===== config.mk =====
export PLATFORM = sky130hd
export DESIGN_NAME = dual_side_pwm_ramp_driver
export DESIGN_NICKNAME = d
export VERILOG_FILES = /design/src/rtl/core/dspr_pkg.sv /design/src/rtl/core/dspr_regs.sv /design/src/rtl/core/dspr_tick.sv /design/src/rtl/core/dspr_side.sv /design/src/rtl/core/dual_side_pwm_ramp_driver.sv
export SDC_FILE = /design/constraint.sdc
export NUM_CORES = 1
export LEC_CHECK = 0
export ABC_AREA = 1
export BUFFER_PORTS_ARGS = -buffer_cell sky130_fd_sc_hd__buf_4
export CORE_MARGIN = 1
export CORE_UTILIZATION = 40
export CTS_BUF_LIST = sky130_fd_sc_hd__clkbuf_16
export CTS_CLUSTER_SIZE = 14
export DETAILED_ROUTE_END_ITERATION = 16
export PLACE_DENSITY_LB_ADDON = 0.2
export SYNTH_ARGS = -nofsm -noshare
export SYNTH_HDL_FRONTEND = slang
export SYNTH_HIERARCHICAL = 1
export SYNTH_SLANG_ARGS = --single-unit

===== constraint.sdc =====
create_clock -name clk -period 4.7 [get_ports clk]
set_input_delay 0.47 -clock clk [delete_from_list [all_inputs] [get_ports clk]]
set_output_delay 0.47 -clock clk [all_outputs]
set_load 0.1 [all_outputs]

===== src/rtl/core/dspr_pkg.sv =====
package dspr_pkg;

	// Field widths
	localparam int PCT_W      = 8;
	localparam int DUTY_W     = 8;
	localparam int STEP_W     = 8;
	localparam int INTERVAL_W = 16;

	// Scaling constants
	localparam int SPEED_PERCENT_MAX = 100;
	localparam int PWM_MAX           = 255;
	localparam int PCT_CLAMP_W       = $clog2(SPEED_PERCENT_MAX + 1);

	// percent * PWM_MAX / SPEED_PERCENT_MAX as one multiply by a rounded-up reciprocal;
	// the shift keeps the error below one part in SPEED_PERCENT_MAX for every clamped percent
	localparam int DUTY_SHIFT = 16;
	localparam int DUTY_MUL   = (PWM_MAX * (2 ** DUTY_SHIFT) + SPEED_PERCENT_MAX - 1)
		/ SPEED_PERCENT_MAX;
	localparam int DUTY_MUL_W = $clog2(DUTY_MUL + 1);
	localparam int PROD_W     = PCT_CLAMP_W + DUTY_MUL_W;

	// Register file
	localparam int ADDR_W    = 3;
	localparam int DATA_W    = 32;
	localparam int REG_IDX_W = 1;
	localparam logic [REG_IDX_W-1:0] REG_RAMP_STEP     = 1'b0;
	localparam logic [REG_IDX_W-1:0] REG_RAMP_INTERVAL = 1'b1;
	localparam logic [STEP_W-1:0]     RAMP_STEP_RST     = 8'd5;
	localparam logic [INTERVAL_W-1:0] RAMP_INTERVAL_RST = 16'd20;

	typedef enum logic [1:0] {
		MODE_TICK      = 2'd0,
		MODE_SET_LEFT  = 2'd1,
		MODE_SET_RIGHT = 2'd2,
		MODE_STOP      = 2'd3
	} mode_t;

	typedef enum logic [1:0] {
		OP_HOLD,
		OP_RAMP,
		OP_SET,
		OP_STOP
	} side_op_t;

	typedef struct packed {
		logic [STEP_W-1:0]     ramp_step;
		logic [INTERVAL_W-1:0] ramp_interval;
	} cfg_t;

endpackage


===== src/rtl/core/dspr_regs.sv =====
module dspr_regs (
	input  logic                          clk,
	input  logic                          arst_n,
	input  logic                          psel,
	input  logic                          penable,
	input  logic                          pwrite,
	input  logic [dspr_pkg::ADDR_W-1:0]   paddr,
	input  logic [dspr_pkg::DATA_W-1:0]   pwdata,
	output logic [dspr_pkg::DATA_W-1:0]   prdata,
	output logic                          pready,
	output dspr_pkg::cfg_t                cfg
);

	logic [dspr_pkg::REG_IDX_W-1:0]  idx;
	logic                            wr_en;
	logic [dspr_pkg::STEP_W-1:0]     ramp_step_q;
	logic [dspr_pkg::INTERVAL_W-1:0] ramp_interval_q;

	assign idx    = paddr[dspr_pkg::ADDR_W-1 -: dspr_pkg::REG_IDX_W];
	assign wr_en  = psel && penable && pwrite;
	assign pready = 1'b1;

	always_ff @(posedge clk or negedge arst_n) begin
		if (!arst_n) begin
			ramp_step_q     <= dspr_pkg::RAMP_STEP_RST;
			ramp_interval_q <= dspr_pkg::RAMP_INTERVAL_RST;
		end else if (wr_en) begin
			unique case (idx)
				dspr_pkg::REG_RAMP_STEP: begin
					ramp_step_q <= pwdata[dspr_pkg::STEP_W-1:0];
				end
				dspr_pkg::REG_RAMP_INTERVAL: begin
					ramp_interval_q <= pwdata[dspr_pkg::INTERVAL_W-1:0];
				end
				default: begin
				end
			endcase
		end
	end

	always_comb begin
		prdata = '0;
		unique case (idx)
			dspr_pkg::REG_RAMP_STEP: begin
				prdata = dspr_pkg::DATA_W'(ramp_step_q);
			end
			dspr_pkg::REG_RAMP_INTERVAL: begin
				prdata = dspr_pkg::DATA_W'(ramp_interval_q);
			end
			default: begin
				prdata = '0;
			end
		endcase
	end

	assign cfg.ramp_step     = ramp_step_q;
	assign cfg.ramp_interval = ramp_interval_q;

endmodule


===== src/rtl/core/dspr_tick.sv =====
module dspr_tick (
	input  logic                            clk,
	input  logic                            arst_n,
	input  logic                            tick_en,
	input  logic [dspr_pkg::INTERVAL_W-1:0] ramp_interval,
	output logic                            fire
);

	logic [dspr_pkg::INTERVAL_W-1:0] count_q;
	logic [dspr_pkg::INTERVAL_W-1:0] count_inc;

	// saturate at all ones
	assign count_inc = (count_q != '1) ? count_q + 1'b1 : count_q;
	assign fire      = tick_en && (count_inc >= ramp_interval);

	always_ff @(posedge clk or negedge arst_n) begin
		if (!arst_n) begin
			count_q <= '0;
		end else if (tick_en) begin
			count_q <= fire ? '0 : count_inc;
		end
	end

endmodule


===== src/rtl/core/dspr_side.sv =====
module dspr_side (
	input  logic                        clk,
	input  logic                        arst_n,
	input  dspr_pkg::side_op_t          op,
	input  logic [dspr_pkg::DUTY_W-1:0] goal_in,
	input  logic                        fwd_in,
	input  logic [dspr_pkg::STEP_W-1:0] ramp_step,
	output logic [dspr_pkg::DUTY_W-1:0] duty,
	output logic [dspr_pkg::DUTY_W-1:0] duty_next,
	output logic                        dir_fwd
);

	logic [dspr_pkg::DUTY_W-1:0] duty_q;
	logic [dspr_pkg::DUTY_W-1:0] goal_q;
	logic                        wanted_q;
	logic                        driven_q;

	logic [dspr_pkg::DUTY_W-1:0] goal_next;
	logic                        wanted_next;
	logic                        driven_next;
	logic [dspr_pkg::DUTY_W:0]   up_sum;
	logic [dspr_pkg::DUTY_W-1:0] down_val;
	logic [dspr_pkg::DUTY_W-1:0] ramp_val;

	// one slew step toward the goal, never past it
	always_comb begin
		up_sum   = {1'b0, duty_q} + {1'b0, ramp_step};
		down_val = (duty_q >= ramp_step) ? duty_q - ramp_step : '0;
		ramp_val = duty_q;
		if (duty_q < goal_q) begin
			ramp_val = (up_sum > {1'b0, goal_q}) ? goal_q : up_sum[dspr_pkg::DUTY_W-1:0];
		end else if (duty_q > goal_q) begin
			ramp_val = (down_val < goal_q) ? goal_q : down_val;
		end
	end

	always_comb begin
		duty_next   = duty_q;
		goal_next   = goal_q;
		wanted_next = wanted_q;
		driven_next = driven_q;
		unique case (op)
			dspr_pkg::OP_HOLD: begin
			end
			dspr_pkg::OP_RAMP: begin
				duty_next   = ramp_val;
				driven_next = wanted_q;
			end
			dspr_pkg::OP_SET: begin
				// drop duty at once on reversal under way
				if ((fwd_in != wanted_q) && (duty_q != '0)) begin
					duty_next = '0;
				end
				wanted_next = fwd_in;
				goal_next   = goal_in;
			end
			dspr_pkg::OP_STOP: begin
				duty_next   = '0;
				goal_next   = '0;
				driven_next = wanted_q;
			end
			default: begin
			end
		endcase
	end

	always_ff @(posedge clk or negedge arst_n) begin
		if (!arst_n) begin
			duty_q   <= '0;
			goal_q   <= '0;
			wanted_q <= 1'b1;
			driven_q <= 1'b1;
		end else begin
			duty_q   <= duty_next;
			goal_q   <= goal_next;
			wanted_q <= wanted_next;
			driven_q <= driven_next;
		end
	end

	assign duty    = duty_q;
	assign dir_fwd = driven_q;

endmodule


===== src/rtl/core/dual_side_pwm_ramp_driver.sv =====
// Dual-side PWM ramp driver: left and right sides each carry one duty and one
// direction, shared by their front and rear motors. A request is a millisecond
// tick, a set command for one side (percent clamped to 0..100 and scaled to
// 0..255), or stop for both sides. Every request yields exactly one result: the
// duty and pin direction of both sides plus a moving flag, taken after the
// request's update. Throughput is one request per clock while out_ready holds; the
// input register takes the request at the accepting edge, then the state
// registers, which are the result, take its update once the result slot is free
// or being taken; out_valid rises at the same edge. The input side keeps
// accepting while a result waits, up to one request held in the input
// register. Registers: ramp_step at byte 0 (8 bits, reset 5), ramp_interval at
// byte 4 (16 bits, reset 20); write them only while no request is in flight.
module dual_side_pwm_ramp_driver (
	input  logic                               clk,
	input  logic                               arst_n,
	// configuration port
	input  logic                               psel,
	input  logic                               penable,
	input  logic                               pwrite,
	input  logic [dspr_pkg::ADDR_W-1:0]        paddr,
	input  logic [dspr_pkg::DATA_W-1:0]        pwdata,
	output logic [dspr_pkg::DATA_W-1:0]        prdata,
	output logic                               pready,
	// request channel
	input  logic                               in_valid,
	output logic                               in_ready,
	input  logic [1:0]                         mode,
	input  logic signed [dspr_pkg::PCT_W-1:0]  speed_percent,
	input  logic                               forward,
	// result channel
	output logic                               out_valid,
	input  logic                               out_ready,
	output logic [dspr_pkg::DUTY_W-1:0]        left_duty,
	output logic                               left_dir_fwd,
	output logic [dspr_pkg::DUTY_W-1:0]        right_duty,
	output logic                               right_dir_fwd,
	output logic                               moving
);

	dspr_pkg::cfg_t cfg;

	// stage 1: decoded request
	logic                              valid_s1;
	dspr_pkg::mode_t                   mode_s1;
	logic [dspr_pkg::DUTY_W-1:0]       goal_s1;
	logic                              fwd_s1;

	logic                              out_valid_q;
	logic                              moving_q;
	logic                              adv;
	logic                              fire;
	logic                              tick_en;

	logic [dspr_pkg::PCT_CLAMP_W-1:0]  pct_clamp;
	logic [dspr_pkg::PROD_W-1:0]       duty_prod;
	logic [dspr_pkg::DUTY_W-1:0]       goal_in;

	dspr_pkg::side_op_t                op_left;
	dspr_pkg::side_op_t                op_right;
	logic [dspr_pkg::DUTY_W-1:0]       left_next;
	logic [dspr_pkg::DUTY_W-1:0]       right_next;

	dspr_regs u_regs (
		.clk     (clk),
		.arst_n  (arst_n),
		.psel    (psel),
		.penable (penable),
		.pwrite  (pwrite),
		.paddr   (paddr),
		.pwdata  (pwdata),
		.prdata  (prdata),
		.pready  (pready),
		.cfg     (cfg)
	);

	// Clamp the percent to 0..SPEED_PERCENT_MAX, then scale to duty with one
	// constant multiply and a shift.
	always_comb begin
		if (speed_percent < 0) begin
			pct_clamp = '0;
		end else if (speed_percent > $signed(dspr_pkg::PCT_W'(dspr_pkg::SPEED_PERCENT_MAX)))
		begin
			pct_clamp = dspr_pkg::PCT_CLAMP_W'(dspr_pkg::SPEED_PERCENT_MAX);
		end else begin
			pct_clamp = speed_percent[dspr_pkg::PCT_CLAMP_W-1:0];
		end
		duty_prod = dspr_pkg::PROD_W'(pct_clamp)
			* dspr_pkg::PROD_W'(dspr_pkg::DUTY_MUL);
		goal_in = duty_prod[dspr_pkg::DUTY_SHIFT +: dspr_pkg::DUTY_W];
	end

	// Advance stage 1 into the state when the result slot is free or being taken.
	assign adv      = valid_s1 && (!out_valid_q || out_ready);
	assign in_ready = !valid_s1 || adv;

	always_ff @(posedge clk or negedge arst_n) begin
		if (!arst_n) begin
			valid_s1 <= 1'b0;
		end else if (in_ready) begin
			valid_s1 <= in_valid;
		end
	end

	// payload of stage 1 needs no reset
	always_ff @(posedge clk) begin
		if (in_ready && in_valid) begin
			mode_s1 <= dspr_pkg::mode_t'(mode);
			goal_s1 <= goal_in;
			fwd_s1  <= forward;
		end
	end

	assign tick_en = adv && (mode_s1 == dspr_pkg::MODE_TICK);

	dspr_tick u_tick (
		.clk           (clk),
		.arst_n        (arst_n),
		.tick_en       (tick_en),
		.ramp_interval (cfg.ramp_interval),
		.fire          (fire)
	);

	// Route the request to each side as one operation.
	always_comb begin
		op_left  = dspr_pkg::OP_HOLD;
		op_right = dspr_pkg::OP_HOLD;
		if (adv) begin
			unique case (mode_s1)
				dspr_pkg::MODE_TICK: begin
					if (fire) begin
						op_left  = dspr_pkg::OP_RAMP;
						op_right = dspr_pkg::OP_RAMP;
					end
				end
				dspr_pkg::MODE_SET_LEFT: begin
					op_left = dspr_pkg::OP_SET;
				end
				dspr_pkg::MODE_SET_RIGHT: begin
					op_right = dspr_pkg::OP_SET;
				end
				dspr_pkg::MODE_STOP: begin
					op_left  = dspr_pkg::OP_STOP;
					op_right = dspr_pkg::OP_STOP;
				end
				default: begin
				end
			endcase
		end
	end

	// The side state registers double as the result register: they only change
	// when the previous result has been taken.
	dspr_side u_left (
		.clk       (clk),
		.arst_n    (arst_n),
		.op        (op_left),
		.goal_in   (goal_s1),
		.fwd_in    (fwd_s1),
		.ramp_step (cfg.ramp_step),
		.duty      (left_duty),
		.duty_next (left_next),
		.dir_fwd   (left_dir_fwd)
	);

	dspr_side u_right (
		.clk       (clk),
		.arst_n    (arst_n),
		.op        (op_right),
		.goal_in   (goal_s1),
		.fwd_in    (fwd_s1),
		.ramp_step (cfg.ramp_step),
		.duty      (right_duty),
		.duty_next (right_next),
		.dir_fwd   (right_dir_fwd)
	);

	// Hold the result valid until taken; raise it for each advanced request.
	always_ff @(posedge clk or negedge arst_n) begin
		if (!arst_n) begin
			out_valid_q <= 1'b0;
			moving_q    <= 1'b0;
		end else begin
			moving_q <= (left_next != '0) || (right_next != '0);
			if (adv) begin
				out_valid_q <= 1'b1;
			end else if (out_ready) begin
				out_valid_q <= 1'b0;
			end
		end
	end

	assign out_valid = out_valid_q;
	assign moving    = moving_q;

endmodule


# Yosys cells after proc, flatten, opt, wreduce, memory -nomap -nowiden

Index checks and enable logic that the tools add are counted.

Output and inout bits: 54
Flip-flop bits (word level): 90
Input bits: 53
Word-level logic and storage cells: 102

Add/sub/neg operators: 5
Bitwise logic cells: 1
Equality and inequality tests: 12
Reductions and logical operators: 25
Order comparisons: 13
Multiply operators: 1
Multiplexer cells: 28

Operator list:

| cell                    | number |
|---|---|
| $mux W8                 | 12 |
| $pmux W32 S2            | 1 |
| $pmux W8 S3             | 2 |
| $lt A8 B8 Y1            | 4 |
| $mux W16                | 2 |
| $pmux W8 S2             | 2 |
| $reduce_bool A8 Y1      | 4 |
| $mul A7 B18 Y24 const B | 1 |
| $add A8 B8 Y9           | 2 |
| $gt A9 B8 Y1            | 2 |
| $add A16 B1 Y16 const B | 1 |
| $ge A16 B16 Y1          | 1 |
| $ge A8 B8 Y1            | 2 |
| $gt A8 B8 Y1            | 2 |
| $ne A16 B16 Y1 const B  | 1 |
| $sub A8 B8 Y8           | 2 |
| $mux W7                 | 2 |
| $eq A2 B2 Y1 const B    | 6 |
| $pmux W2 S3             | 2 |
| $gt A8 B8 Y1 const B    | 1 |
| $logic_and A1 B1 Y1     | 8 |
| $lt A8 B1 Y1 const B    | 1 |
| $eq A2 B1 Y1 const B    | 3 |
| $reduce_bool A2 Y1      | 3 |
| other kinds (9)         | 18 |

# Longest topological paths before layout

Depth after elaboration: 12
Depth in mapped cells: 28
Mapped depth without buffers: 27

# Cells and area by module

The synthesis kept the hierarchy.

By module, submodules not included:

| module                    | cells an instance | area an instance (µm²) | times used |
|---|---|---|---|
| dspr_side (u_right)       | 380               | 2462.4                 | 1 |
| dual_side_pwm_ramp_driver | 307               | 2447.3                 | 1 |
| dspr_side (u_left)        | 374               | 2429.8                 | 1 |
| dspr_tick                 | 233               | 1617.8                 | 1 |
| dspr_regs                 | 169               | 1276.2                 | 1 |

# Least setup slack after synthesis

Ideal clock, no wire load.

Path kind: input port to flip-flop
Start: in speed_percent[1] in the netlist's numbering
End: reg goal_s1[7] in the netlist's numbering (data pin)
Cell stages on the path: 23
Required time: 4.448 ns
Path buffers: 0
Setup slack: 0.077 ns
Setup time: 0.252 ns
Arrival: 4.370 ns
Cell sequence: o21ai_0 nand2_1 nand2_1 nand2_1 nand2_4 inv_1 nor3_1 ha_1 ha_1 or2_2 fa_1 inv_1 fa_1 inv_1 ha_1 a21oi_1 inv_1 a31oi_1 o21bai_1 a221oi_1 nand2_1 nand2_1 nand2_1

Longest elaborated chain between the ends: 4
Elaborated cells between the ends (all ways): 5
Those cells by class: 1 x mul; 2 x order compare; 2 x mux

RTL lines:

| item                   | RTL line                         | text |
|---|---|---|
| start: declaration     | dual_side_pwm_ramp_driver.sv:28  | `input logic signed [dspr_pkg::PCT_W-1:0] speed_percent,` |
| $gt A8 B8 Y1           | dual_side_pwm_ramp_driver.sv:81  | `end else if (speed_percent > $signed(dspr_pkg::PCT_W'(dspr_pkg::SPEED_PERCENT_MAX)))` |
| $mux W7                | dual_side_pwm_ramp_driver.sv:81  |  |
| $mux W7 (*)            | dual_side_pwm_ramp_driver.sv:79  | `if (speed_percent < 0) begin` |
| $mul A7 B18 Y24 (*)    | dual_side_pwm_ramp_driver.sv:88  | `* dspr_pkg::PROD_W'(dspr_pkg::DUTY_MUL);` |
| via duty_prod, one bit | dual_side_pwm_ramp_driver.sv:55  | `logic [dspr_pkg::PROD_W-1:0] duty_prod;` |
| end signal: assignment | dual_side_pwm_ramp_driver.sv:108 | `goal_s1 <= goal_in;` |
| end: declaration       | dual_side_pwm_ramp_driver.sv:45  | `logic [dspr_pkg::DUTY_W-1:0] goal_s1;` |

The timed path passes the listed nets; every way through them passes the cells marked *.
A chain may end at the register's enable or synchronous reset.

# Worst setup path in the final report

Start: reg u_regs/ramp_step_q[0] in the netlist's numbering
End: reg moving_q, in the netlist moving

Longest elaborated chain between the ends: 9
Elaborated cells between the ends (all ways): 25
Those cells by class: 4 x add/sub; 6 x order compare; 12 x mux; 3 x reduce/logical

RTL lines:

| item                                                 | RTL line                         | text |
|---|---|---|
| start: declaration                                   | dspr_regs.sv:16                  | `logic [dspr_pkg::STEP_W-1:0] ramp_step_q;` |
| start signal: assignment                             | dspr_regs.sv:25                  | `ramp_step_q <= dspr_pkg::RAMP_STEP_RST;` |
| start signal: assignment                             | dspr_regs.sv:30                  | `ramp_step_q <= pwdata[dspr_pkg::STEP_W-1:0];` |
| $sub A8 B8 Y8 / $ge A8 B8 Y1 (equally long branches) | dspr_side.sv:28                  | `down_val = (duty_q >= ramp_step) ? duty_q - ramp_step : '0;` |
| $mux W8                                              | dspr_side.sv:28                  |  |
| $lt A8 B8 Y1                                         | dspr_side.sv:33                  | `ramp_val = (down_val < goal_q) ? goal_q : down_val;` |
| $mux W8                                              | dspr_side.sv:33                  |  |
| $mux W8                                              | dspr_side.sv:32                  | `end else if (duty_q > goal_q) begin` |
| $mux W8 (*)                                          | dspr_side.sv:30                  | `if (duty_q < goal_q) begin` |
| $pmux W8 S3 (*)                                      | dspr_side.sv:42                  | `unique case (op)` |
| via left_next, one bit                               | dual_side_pwm_ramp_driver.sv:60  | `logic [dspr_pkg::DUTY_W-1:0] left_next;` |
| $reduce_bool A8 Y1 (*)                               | dual_side_pwm_ramp_driver.sv:183 | `moving_q <= (left_next != '0) \|\| (right_next != '0);` |
| $logic_or A1 B1 Y1 (*)                               | dual_side_pwm_ramp_driver.sv:183 |  |
| end signal: assignment                               | dual_side_pwm_ramp_driver.sv:183 |  |
| end: declaration                                     | dual_side_pwm_ramp_driver.sv:49  | `logic moving_q;` |

Marked as above.

==> results.yml <==
logic_synthesis:
  ys_seq_elements: 90
  syn_inst: 1463
  syn_area_um2: 10200
  synthArstFlopShare: 0.878
  ys_seq_area_frac: 0.226
  synth_edf_count: 11
  synth_area_per_cell_um2: 6.99
  yosys_warnings: 6
  synthDistinctLibCells: 53
  ys.flop_type: "dfrtp_1"
clock_network:
  ctsHtreeMaxLevel: 3
  clock_sink_count: 90
  cts_hold_buf: 0
  cts_tree: "done"
  cts_buffers: 9
  ctsRootBufferMaster: "clkbuf_16"
  cts_buffer_depth: 2
  clkTransAtPathRegs_ns: 0.07
  clk_latency_ns: 0.34
timing:
  finalHoldViolCount: 0
  maxSlewHeadroom: 0.321
  fin_crit_sh: 0.939
  fin_skew_ns: 0.00846
  fmax_mhz: 226
  period_needed_ns: 4.42
  tightest_slew_ns: 1.02
  setup_viol_count_final: 0
  slew_violations: 0
grt:
  antenna_found_initial: 0
  grt_max_degree: 80
  grtUsageTotal: 0.218
  gr-total-overflow: 0
  grt_pass1_vias: 8990
  grt_pass1_wl_um: 45800
routing:
  wire_per_inst_um: 14.7
  drc_errors: 0
  route.met3.wl_um: 1210
  met2_length_um: 12900
  drt_wl_total_um: 28100
  drt_iter0_markers: 760
  avgViaCountPerCell: 5.07
  top_layer: "met4"
  drtAntennaViolNets: 0
  vias: 9711
  first_pass_iters: 8
  met1_length_um: 13400
finish:
  seqCellArea_um2: 2320
  drive_gt1_frac: 0.146
  finalNetCount: 1803
  area_growth_pct: 14.7
  diodes: 0
  final_common_cell: "nand2_1"
  design_area_um2: 11700
  fillers: 2618
  final_cell_mix: "439 x nand2_1, 203 x inv_1, 152 x ha_1"
  multi_input_area_um2: 6900
  layoutNonFillerInstCount: 1916
critical_path:
  crit_fanout: 5
  r2r_cells: 26
  worstSetupEndpointType: "flip-flop"
  cp_data_required_time_ns: 4.88
  startpoint: "u_regs/ramp_step_q[0]$_DFFE_PN1P_"
  cp-start-kind: "flip-flop"
  crit_arrival_ns: 4.60
  path_class: "reg2reg"
  r2r_setup_slack_ns: 0.28
  rr_endpoint: "moving$_DFF_PN0_"
  r2r_start: "u_regs/ramp_step_q[0]$_DFFE_PN1P_"
die:
  fp-row-count: 58
  die-width_um: 162
  die_area_um2: 26200
  die_y_um: 162
  core-area_um2: 25100
  start_util: 0.408
  ios: 107
power:
  seq_power_share: 0.171
  p_leak_nw: 6.66
  pwr-share-comb: 0.736
  irDropWorstVdd_v: 0.000454
  switching_share: 0.562
  p_sw_mw: 3.92
  total_power_mw: 6.97
  cellPowerDensity_nw_per_um2: 594
  power_frac_clock: 0.093
  p_int_mw: 3.05
placed_design:
  gp_routability_congestion: 0.939
  portBuffers: 71
  placed_cells: 1894
  dp.final_hpwl_um: 22900
  place_area_um2: 11400
run:
  max_cap_violations: 0
min_path:
  hp-class: "in2async"
outcome:
  status: "finished, final reports clean"
-- cells in the mapped netlist (3+ instances only) --
cell,instances,share of area
or2_2,7,0.0043
a221oi_1,7,0.0060
o21ai_1,18,0.0088
nor2_4,4,0.0044
o21bai_1,8,0.0059
nand2_1,440,0.16
nor3_1,15,0.0073
edfxtp_1,11,0.032
a21o_1,3,0.0022
a21oi_1,61,0.030
fa_1,16,0.031
ha_1,153,0.19
buf_6,3,0.0033
nand2_2,15,0.0092
a31oi_1,6,0.0037
nor4_1,10,0.0061
inv_2,16,0.0059
nor2_1,80,0.029
xnor2_1,4,0.0034
clkbuf_1,6,0.0022
buf_2,13,0.0064
nor2_2,3,0.0018
xor2_1,21,0.018
nand4_1,41,0.025
nand3_1,107,0.052
dfrtp_1,71,0.17
buf_4,22,0.016
o21ai_0,48,0.023
inv_1,200,0.073
nand2_4,7,0.0077
nand3b_1,8,0.0059
dfstp_2,8,0.021
-- registers in the layout, indices dropped and copies added, names as in the netlist, 8 cells and up --
name / count
goal_s1: 8
u_left/duty: 8
u_left/goal_q: 8
u_regs/ramp_interval_q: 16
u_regs/ramp_step_q: 8
u_right/duty: 8
u_right/goal_q: 8
u_tick/count_q: 16
-- critical path, cell delays in order, from the launching register on --
cell	delay, ns
dfstp_2	0.59
ha_2	0.19
inv_1	0.05
fa_1	0.40
nand3b_1	0.21
nand2_1	0.10
nand2_1	0.07
nand2_1	0.08
nand2_1	0.06
nand2_1	0.07
nand2_1	0.06
inv_2	0.08
nor2_1	0.07
ha_1	0.30
nand2_1	0.06
or4_1	0.48
nand2_2	0.12
buf_4	0.13
nand3_2	0.11
o21ai_0	0.19
nand2_1	0.06
nand2_1	0.07
inv_1	0.05
nand2_1	0.07
nand2_1	0.08
nor4_2	0.30
nand4_1	0.20
-- area by class of cell --
class / instances / area share
sequential: 90 / 0.197
clock inverter: 7 / 0.00320
clock buffer: 9 / 0.0192
timing repair buffer: 136 / 0.0870
tap: 330 / 0.0352
inverter: 218 / 0.0700
multi-input combinational: 1126 / 0.588
-- worst max path at each step --
stage,slack [ns],end,depth (start not counted)
2_1_floorplan,0.08,goal_s1[7]$_DFFE_PP_,23
3_3_place_gp,-0.14,goal_s1[7]$_DFFE_PP_,24
3_5_place_dp,-0.16,goal_s1[7]$_DFFE_PP_,24
4_1_cts,0.18,moving$_DFF_PN0_,26
5_1_grt,-0.03,moving$_DFF_PN0_,26
6_report,0.28,moving$_DFF_PN0_,26
-- kinds of logic after synthesis --
| kind of cell | count (synthesis) | share of synthesized area |
|---|---|---|
| xor+xnor | 25 | 0.0214 |
| buf+inv | 263 | 0.110 |
| other cells | 2 | 0.000734 |
| simple gates | 746 | 0.326 |
| compound gates | 168 | 0.0973 |
| flops | 90 | 0.226 |
| fa+ha+maj | 169 | 0.218 |
-- routing by layer --
layer  GRT usage  up-vias
met5           0        -
met3      0.0250       34
li1            -     4998
met1       0.306     4453
met2       0.350      226
met4      0.0613        0
-- power groups by stage --
stage / clock [mW] / combinational, mW / sequential [mW]
5_1_grt: 0.703 / 5.71 / 1.22
2_1_floorplan: 0 / 3.31 / 1.61
3_3_place_gp: 0 / 4.90 / 1.21
6_report: 0.648 / 5.13 / 1.19
4_1_cts: 0.671 / 4.97 / 1.19
3_5_place_dp: 0 / 4.95 / 1.21
-- per-stage QoR --
stage / TNS, ns / hold slack [ns] / utilization / setup WS [ns]
global route: -0.0289 / 0.297 / 0.467 / -0.0289
detailed placement: -0.207 / 0.458 / 0.453 / -0.165
CTS: 0 / 0.303 / 0.464 / 0.179
floorplan: 0 / 0.174 / - / 0.0771
finish: 0 / 0.280 / 0.467 / 0.285
global placement: -0.181 / 0.457 / 0.453 / -0.142
-- repair_timing --
item	4_1_cts	5_1_grt
endpoints found under the setup margin	0	2
resized for setup	0	7
hold endpoints to repair	0	0
setup buffers	0	5
No activity file was read; power rests on OpenSTA's default activity.
